**config.mk**
```make
export PLATFORM = sky130hd
export DESIGN_NAME = oldest_entry_prune_selector
export DESIGN_NICKNAME = d
export VERILOG_FILES = /design/src/rtl/oeps_pkg.sv /design/src/rtl/oeps_cell.sv /design/src/rtl/oldest_entry_prune_selector.sv
export SDC_FILE = /design/constraint.sdc
export NUM_CORES = 2
export LEC_CHECK = 0
export BUFFER_PORTS_ARGS = -buffer_cell sky130_fd_sc_hd__buf_2
export CORE_ASPECT_RATIO = 0.5
export CORE_MARGIN = 5
export CORE_UTILIZATION = 40
export DETAILED_ROUTE_END_ITERATION = 8
export PLACE_DENSITY = 0.54
export REMOVE_ABC_BUFFERS = 1
export SETUP_SLACK_MARGIN = 0.5
export SLEW_MARGIN = 20
export SYNTH_ARGS = -nofsm -noshare
export SYNTH_HDL_FRONTEND = slang
export SYNTH_SLANG_ARGS = --single-unit
```
**constraint.sdc**
```tcl
create_clock -name clk -period 5.63 [get_ports clk]
set_input_delay 0.2815 -clock clk [delete_from_list [all_inputs] [get_ports clk]]
set_output_delay 0.2815 -clock clk [all_outputs]
set_load 0.005 [all_outputs]
```
**src/rtl/oeps_pkg.sv**
```systemverilog
//------------------------------------------------------------------------------
// oeps_pkg: shared types and constants of the oldest entry prune selector
// Sizes of the sorting chain, word layouts of both channels and the cell
// control group.
//------------------------------------------------------------------------------
`default_nettype none

package oeps_pkg;

	localparam int MAX_ENTRIES = 64;
	localparam int SEQ_BITS    = 14;
	localparam int KEEP_W      = 7;
	localparam int CNT_W       = $clog2(MAX_ENTRIES + 1);
	localparam int CMP_W       = ((CNT_W > KEEP_W) ? CNT_W : KEEP_W) + 1;
	localparam int VCNT_W      = 7;

	localparam logic [KEEP_W-1:0] KEEP_RESET = KEEP_W'(32);

	typedef struct packed {
		logic [SEQ_BITS-1:0] seq_value;
		logic                last_item;
	} item_word_t;

	typedef struct packed {
		logic [SEQ_BITS-1:0] victim_seq;
		logic                has_victim;
		logic [VCNT_W-1:0]   victim_count;
		logic                last_victim;
		logic                overflow;
	} result_word_t;

	typedef struct packed {
		logic insert;
		logic shift;
		logic occupied;
		logic is_tail;
	} cell_ctrl_t;

endpackage

`default_nettype wire

```
**src/rtl/oeps_cell.sv**
```systemverilog
//------------------------------------------------------------------------------
// oeps_cell: one place of the sorted chain
// Holds one value. On an insert it either keeps its value or takes the
// left neighbour's value or the new one; on a shift it takes the right
// neighbour's value.
//------------------------------------------------------------------------------
`default_nettype none

module oeps_cell (
	input  wire                          clk,
	input  oeps_pkg::cell_ctrl_t         ctrl,
	input  wire [oeps_pkg::SEQ_BITS-1:0] new_val,
	input  wire                          left_gt,
	input  wire [oeps_pkg::SEQ_BITS-1:0] left_val,
	input  wire [oeps_pkg::SEQ_BITS-1:0] right_val,
	output logic [oeps_pkg::SEQ_BITS-1:0] val,
	output logic                          gt
);
	import oeps_pkg::*;

	logic [SEQ_BITS-1:0] val_q;

	assign val = val_q;
	// Occupied cells above the new value move right by one place.
	assign gt  = ctrl.occupied && (val_q > new_val);

	always_ff @(posedge clk) begin
		if (ctrl.insert) begin
			if (gt || ctrl.is_tail) begin
				val_q <= left_gt ? left_val : new_val;
			end
		end else if (ctrl.shift) begin
			val_q <= right_val;
		end
	end

endmodule

`default_nettype wire

```
**src/rtl/oldest_entry_prune_selector.sv**
```systemverilog
// Each loaded word is sorted into the chain at once; a full chain sets overflow instead.
// After the closing word, results follow one per cycle unless result_ready holds them back,
// max(V, 1) results for V victims, while no new word is taken.
// Throughput is set by the single output register and the left shift of the chain.
// Reset clears the count, the overflow flag, the output valid flag and sets keep to 32.
//------------------------------------------------------------------------------
// oldest_entry_prune_selector: top level
// Loads sequence numbers into a sorted chain of cells and then shifts out
// the smallest ones as prune victims.
//------------------------------------------------------------------------------
`default_nettype none

module oldest_entry_prune_selector (
	input  wire                      clk,
	input  wire                      arst_n,
	input  wire                      item_valid,
	output logic                     item_ready,
	input  oeps_pkg::item_word_t     item_data,
	output logic                     result_valid,
	input  wire                      result_ready,
	output oeps_pkg::result_word_t   result_data,
	input  wire                      keep_we,
	input  wire [oeps_pkg::KEEP_W-1:0] keep_wdata
);
	import oeps_pkg::*;

	localparam logic ST_LOAD = 1'b0;
	localparam logic ST_EMIT = 1'b1;

	logic               state_q;
	logic [CNT_W-1:0]   count_q;
	logic [CNT_W-1:0]   idx_q;
	logic               ovf_q;
	logic [KEEP_W-1:0]  keep_q;
	logic               res_valid_q;
	result_word_t       res_q;

	logic               accept;
	logic               full;
	logic               ins;
	logic               emit_go;
	logic               has;
	logic               last;
	logic [CMP_W-1:0]   cnt_ext;
	logic [CMP_W-1:0]   keep_ext;
	logic [CNT_W-1:0]   tot;

	logic [SEQ_BITS-1:0] cell_val [MAX_ENTRIES];
	logic                cell_gt  [MAX_ENTRIES];
	cell_ctrl_t          cell_ctl [MAX_ENTRIES];

	assign item_ready   = (state_q == ST_LOAD);
	assign accept       = item_valid && item_ready;
	assign full         = (count_q == CNT_W'(MAX_ENTRIES));
	assign ins          = accept && !full;
	assign result_valid = res_valid_q;
	assign result_data  = res_q;

	assign cnt_ext  = CMP_W'(count_q);
	assign keep_ext = CMP_W'(keep_q);
	assign tot      = (cnt_ext > keep_ext) ? CNT_W'(cnt_ext - keep_ext) : '0;
	assign has      = (tot != '0);
	assign last     = !has || (idx_q == tot - CNT_W'(1));
	assign emit_go  = (state_q == ST_EMIT) && (!res_valid_q || result_ready);

	for (genvar i = 0; i < MAX_ENTRIES; i++) begin : g_cell
		logic                lgt;
		logic [SEQ_BITS-1:0] lval;
		logic [SEQ_BITS-1:0] rval;

		if (i == 0) begin : g_first
			assign lgt  = 1'b0;
			assign lval = item_data.seq_value;
		end else begin : g_mid
			assign lgt  = cell_gt[i-1];
			assign lval = cell_val[i-1];
		end

		if (i == MAX_ENTRIES - 1) begin : g_lastc
			assign rval = cell_val[i];
		end else begin : g_inner
			assign rval = cell_val[i+1];
		end

		assign cell_ctl[i].insert   = ins;
		assign cell_ctl[i].shift    = emit_go && has;
		assign cell_ctl[i].occupied = (CNT_W'(i) < count_q);
		assign cell_ctl[i].is_tail  = (CNT_W'(i) == count_q);

		oeps_cell u_cell (
			.clk       (clk),
			.ctrl      (cell_ctl[i]),
			.new_val   (item_data.seq_value),
			.left_gt   (lgt),
			.left_val  (lval),
			.right_val (rval),
			.val       (cell_val[i]),
			.gt        (cell_gt[i])
		);
	end

	always_ff @(posedge clk or negedge arst_n) begin
		if (!arst_n) begin
			keep_q <= KEEP_RESET;
		end else if (keep_we) begin
			keep_q <= keep_wdata;
		end
	end

	always_ff @(posedge clk or negedge arst_n) begin
		if (!arst_n) begin
			state_q     <= ST_LOAD;
			count_q     <= '0;
			idx_q       <= '0;
			ovf_q       <= 1'b0;
			res_valid_q <= 1'b0;
		end else begin
			unique case (state_q)
				ST_LOAD: begin
					if (accept) begin
						if (full) begin
							ovf_q <= 1'b1;
						end else begin
							count_q <= count_q + CNT_W'(1);
						end
						if (item_data.last_item) begin
							state_q <= ST_EMIT;
							idx_q   <= '0;
						end
					end
				end
				ST_EMIT: begin
					if (emit_go && last) begin
						state_q <= ST_LOAD;
						count_q <= '0;
						ovf_q   <= 1'b0;
						idx_q   <= '0;
					end else if (emit_go) begin
						idx_q <= idx_q + CNT_W'(1);
					end
				end
				default: begin
					state_q <= ST_LOAD;
				end
			endcase

			if (emit_go) begin
				res_valid_q <= 1'b1;
			end else if (result_ready) begin
				res_valid_q <= 1'b0;
			end
		end
	end

	// The smallest remaining value always sits in the first cell.
	always_ff @(posedge clk) begin
		if (emit_go) begin
			res_q.victim_seq   <= has ? cell_val[0] : '0;
			res_q.has_victim   <= has;
			res_q.victim_count <= VCNT_W'(tot);
			res_q.last_victim  <= last;
			res_q.overflow     <= ovf_q;
		end
	end

endmodule

`default_nettype wire
```
# Word level (Yosys, flattened, before mapping)
# Cells that the tools add are included.
# totals
ff_bits	944
input_bits	27
# op_classes
addsub	4
n_lt_le_gt_ge	129
n_eq_ne	134
n_mux	272
n_bitwise	1
n_reduce_logical	209
# op_table
cell	n
$mux 14	252
$gt 14x14->1	64
$eq 6x7->1 const A	32
$lt 6x7->1 const A	32
$ne 2x1->1 const B	67
$reduce_and 2->1	64
$eq 5x7->1 const A	16
$lt 5x7->1 const A	16
$logic_and 1x1->1	69
$logic_or 1x1->1	66
$eq 4x7->1 const A	8
$lt 4x7->1 const A	8
$mux 7	8
$eq 3x7->1 const A	4
$lt 3x7->1 const A	4
$pmux 7 s2	2
$add 7x1->7 const B	2
$eq 2x7->1 const A	2
$lt 1x7->1 const A	2
$lt 2x7->1 const A	2
$reduce_and 3->1	3
$mux 1	8
$eq 1x7->1 const A	1
$eq 7x7->1	1
other kinds (12)	16

# Longest topological paths before layout
# depth
word_depth	8
ltp_mapped	16
depth_no_buf	14

# By module
# Synthesis repeated with hierarchy kept, for this count alone.
# hier_totals
cells_unflattened	7715
area_unflattened_um2	72767.3
# by_module_without_submodules
module	instances	cells_per_inst	area_per_inst_um2
oeps_cell	64	113	1078.5
oldest_entry_prune_selector	1	483	3741.1

# Worst setup path after synthesis
# Ideal clock, no wire load.
# synth_timing
path_type	input-to-reg
startpoint	input item_data[9] in the netlist's numbering
endpoint	register g_cell[39].u_cell.val_q[0] (enable)
setup_ps	404
arrival_time_ps	4592
t_required_ps	5226
setup_slack_ps	634
path_stages	14
cell_sequence	clkbuf_1 > inv_1 > ha_1 > nand3_1 > a21boi_0 > o21a_1 > o21ai_0 > a21oi_1 > a211oi_1 > a2111o_1 > buf_4 > clkbuf_1 > a21boi_0 > o21ai_0
# synth_via
elab_chain_len	5
# synth_lines
item	line	source
start, declared	oldest_entry_prune_selector.sv:18	input oeps_pkg::item_word_t item_data,
$gt 14x14->1	oeps_cell.sv:25	assign gt = ctrl.occupied && (val_q > new_val);
$logic_and 1x1->1	oeps_cell.sv:25	
$logic_or 1x1->1	oeps_cell.sv:29	if (gt || ctrl.is_tail) begin
$ne 2x1->1 (no line)	-	
$reduce_and 2->1 (no line)	-	
end signal, assigned	oeps_cell.sv:30	val_q <= left_gt ? left_val : new_val;
end signal, assigned	oeps_cell.sv:33	val_q <= right_val;
end, declared	oeps_cell.sv:21	logic [SEQ_BITS-1:0] val_q;
# Every way passes these cells.
# A chain may end at the register's enable or synchronous reset.

# Worst setup path in the final report
# layout_timing
startpoint	register keep_q[5]
endpoint	register g_cell[38].u_cell.val_q[3] (enable)
# layout_via
elab_chain_len	6
elab_cells_between_ends	7
classes_between	add/sub: 1; order compare: 1; mux: 1; reduce/logical: 4
# layout_lines
item	line	source
start, declared	oldest_entry_prune_selector.sv:34	logic [KEEP_W-1:0] keep_q;
start signal, assigned	oldest_entry_prune_selector.sv:106	keep_q <= keep_wdata;
$sub 7x7->7 or $gt 7x7->1 (tied branches)	oldest_entry_prune_selector.sv:61	assign tot = (cnt_ext > keep_ext) ? CNT_W'(cnt_ext - keep_ext) : '0;
$mux 7 (*)	oldest_entry_prune_selector.sv:61	
$reduce_bool 7->1 (*)	oldest_entry_prune_selector.sv:62	assign has = (tot != '0);
$logic_and 1x1->1 (*)	-	
$reduce_bool 2->1 (no line) (*)	-	
$reduce_and 2->1 (no line) (*)	-	
end signal, assigned	oeps_cell.sv:30	
end signal, assigned	oeps_cell.sv:33	
end, declared	oeps_cell.sv:21	
# Mark *: on every way between the ends. The rest lies on a longest branch, timed or not.

==> impl_metrics.csv <==
group,metric,value,unit
status,status,"finished clean",
placement,io_buffers,52,
critical_path,crit_type,"flip-flop to flip-flop",
placement,post-dp-hpwl,175,mm
critical_path,arrival,5.10,ns
placement,dpl_cell_area,73100,um^2
sta,fin_crit_sh,0.829,
clocking,worstSkewPairLatency,0.75,ns
critical_path,crit_path_cell_trace,"inv_1, ha_1, nand4_2, a211o_1, a21oi_2, nand2b_1, ha_1, inv_1, a21oi_2, o21ai_2, nand2_4, buf_4, o21ai_1, buf_4",
sta,hold_violations,0,
floorplanning,die_area,182000,um^2
sta,fin_tns_setup,0,ns
sta,max-slew-margin-rel,0.201,
critical_path,r2r-end,"g_cell[38].u_cell.val[3]",
critical_path,worstPathRequired,6.06,ns
synthesis,yosys.area.top_type_share,0.399,
clocking,clock_path_buffers,3,
sta,clock_skew,0.0330,ns
sta,worst_pin_slew,1.19,ns
detailed_routing,ant_nets,0,
placement,place.gp.congestion,0.902,
final_layout,nets,7846,
clocking,cts_tree,"built",
clocking,cts-root-buf,"clkbuf_16",
power,pwr-share-comb,0.286,
detailed_routing,wl_per_cell,26.1,um
clocking,cts_max_level,3,
floorplanning,io_pins,53,
power,power.share.sequential,0.416,
global_routing,grt_util_all_layers,0.258,
global_routing,gr-total-overflow,0,
synthesis,ys.flop_type,"edfxtp_1",
power,pwr-share-clk,0.298,
floorplanning,placeableCoreArea,173000,um^2
synthesis,yosysTopAreaCell,"edfxtp_1",
floorplanning,start_util,0.401,
sta,period_minus_slack,4.67,ns
detailed_routing,via_per_inst,5.89,
detailed_routing,drcViolationCount,0,
sta,drv_slew,0,
detailed_routing,drt_wl_total,242,mm
critical_path,critPathLaunchType,"flip-flop",
synthesis,synth_cells,6900,
worst_hold_path,hold_class,"primary input to asynchronous set/reset pin",
floorplanning,rows,108,
global_routing,antenna_found_initial,11,
final_layout,layout.cells.non_filler,9301,
power,p_sw,8.22,mW
clocking,path_clk_slew,0.07,ns
synthesis,synthesis.area,69300,um^2
sta,setup_violations,0,
synthesis,yosysWarnings,0,
critical_path,r2r-start,"keep_q[5]",
detailed_routing,vias,54800,
clocking,cts_sinks,944,
power,p_int,15.0,mW
power,power_leakage,31.8,nW
sta,fmax,0.214,GHz
floorplanning,die_h,304,um
synthesis,ys_types,90,
critical_path,crit_fanout,30,
final_layout,fill_cells,16600,
final_layout,final_util,0.443,
critical_path,worstRegToRegCells,14,
detailed_routing,drt_pass1_iterations,6,
critical_path,critPathMaxStageDelay,0.52,ns
clocking,cts_buffers,101,
synthesis,synth.area.top_cells,"edfxtp_1 (40%), ha_1 (16%), mux2i_1 (13%)",
power,sw_frac_of_total,0.354,
power,worst_ir_drop_vdd,0.000245,V
floorplanning,die_x,599,um
synthesis,ys_seq_area_frac,0.407,
critical_path,ff2ff_setup_slack,0.96,ns
placement,place_inst,9091,
run,drv_cap,0,
final_layout,area_delta_synth_final,10.4,%
detailed_routing,dr.first_iter.drc_count,6054,
critical_path,endpoint_kind,"flip-flop",
global_routing,grt_pass1_wl,354,mm
synthesis,async_flop_share,0.0254,
sta,rsz0062_at_grt,"false",
power,p_per_area,303,nW/um^2
global_routing,grt_max_degree,167,
synthesis,synth_edf_count,920,
final_layout,layout.cell_area.non_filler,76500,um^2
global_routing,grt_pass1_vias,52500,
synthesis,synth.avg_cell_area,10.0,um^2
critical_path,slowest_stage,"nand2_4",
synthesis,synth-seq-cells,944,
final_layout,drive_above_1_share,0.0786,
layer usage:
layer  vias up  global-route usage  wire length, um
li1      25800                   -                -
met1     26600               0.396           117000
met2      2147               0.365            97100
met3       312              0.0615            23300
met4        10              0.0543             5470
met5         -                   0               62
power by group through the flow:
stage          clock (mW)  combinational, mW  sequential [mW]
2_1_floorplan           0               4.17             9.28
3_3_place_gp            0               6.40             9.79
3_5_place_dp            0               6.50             9.79
4_1_cts              7.00               6.54             9.64
5_1_grt              7.29               7.38             9.71
6_report             6.90               6.63             9.66
cells in the mapped netlist (4+ instances only):
master	number
a21oi_1	277
o21ai_0	1113
a31oi_2	8
mux2i_1	869
a31oi_1	47
dfrtp_1	23
xor2_1	4
ha_1	910
buf_2	175
a22o_1	12
clkbuf_1	222
nor2b_1	111
a221o_1	18
nand2_1	1181
edfxtp_1	920
nor2_2	4
nand3_1	21
a221oi_1	15
nor4_1	10
a21o_1	187
a21boi_0	5
xnor2_1	5
nand4_1	125
o211ai_1	38
nor2_1	120
inv_1	127
and2_1	24
a211oi_1	16
a41oi_1	5
buf_4	20
a41o_1	11
nor3_1	58
a32oi_1	7
o21a_1	52
and4_1	24
or3_1	8
a211o_1	6
o221ai_1	4
nand2b_1	43
cell families after synthesis:
family / count (synthesis) / synth area share
AO/OA/AOI/OAI: 1861 / 0.155
AND/OR/NAND/NOR: 1752 / 0.112
flip-flops: 944 / 0.407
adder cells (fa/ha/maj): 911 / 0.165
multiplexers: 871 / 0.126
buffers and inverters: 550 / 0.0341
XOR/XNOR: 11 / 0.00161
flip-flops by register name, summed over array words and instances (netlist names):
name / flops
g_cell.u_cell.val: 896
count_q: 7
result_valid: 1
keep_q: 7
ovf_q: 1
result_data: 24
idx_q: 7
state_q: 1
critical path, delay by kind of cell (launching register included):
| kind | cells | cell delay (ns) |
|---|---|---|
| AO/OA/AOI/OAI | 5 | 1.30 |
| buffers and inverters | 4 | 0.91 |
| AND/OR/NAND/NOR | 3 | 0.82 |
| adder cells (fa/ha/maj) | 2 | 0.72 |
| flip-flops | 1 | 0.51 |
layout make-up:
type | instances | area [um^2] | area share
diodes | 2 | 5.00 | 0.0000654
clock buffers | 114 | 2600 | 0.0339
flip-flops and latches | 944 | 28200 | 0.369
clock inverters | 70 | 632 | 0.00826
inverters | 129 | 517 | 0.00675
well taps | 2310 | 2890 | 0.0378
repair buffers | 326 | 2650 | 0.0347
multi-input cells | 5406 | 39000 | 0.510
placed cells by master (no fill, tap or decap), types with 42 or more instances in the layout:
master	instances
nand2_1	1180
inv_1	114
nand4_1	125
o21ai_1	49
o21ai_0	1063
mux2i_1	869
nor2_1	116
nand2b_1	42
buf_4	244
clkbuf_16	102
a21o_1	187
edfxtp_1	920
ha_1	910
nor2b_1	111
a21oi_1	276
o21a_1	52
nor3_1	58
through the flow:
step           setup slack (ns)  power (mW)  hold slack, ns
6_report                  0.965        23.2          0.0813
3_3_place_gp              0.292        16.2           0.316
4_1_cts                   0.995        23.2          0.0465
2_1_floorplan            -35.11        13.5         -0.0141
5_1_grt                   0.658        24.4           0.117
3_5_place_dp              0.964        16.3           0.315
worst max path at each step:
stage,from,end,slack [ns],depth (start not counted)
2_1_floorplan,count_q[0],g_cell[0].u_cell.val[0],-35.11,7
3_3_place_gp,item_data[13],g_cell[40].u_cell.val[1],0.29,12
3_5_place_dp,item_data[13],g_cell[40].u_cell.val[0],0.96,13
4_1_cts,keep_q[5],g_cell[41].u_cell.val[9],1.0,13
5_1_grt,keep_q[5],g_cell[7].u_cell.val[9],0.66,14
6_report,keep_q[5],g_cell[38].u_cell.val[3],0.96,14
repair_timing:
| item | 4_1_cts | 5_1_grt |
|---|---|---|
| hold endpoints to repair | 37 | 0 |
| resized for setup | 0 | 0 |
| buffers inserted | 0 | 0 |
| hold buffers | 24 | 0 |
Power figures use the tool's default switching activity.
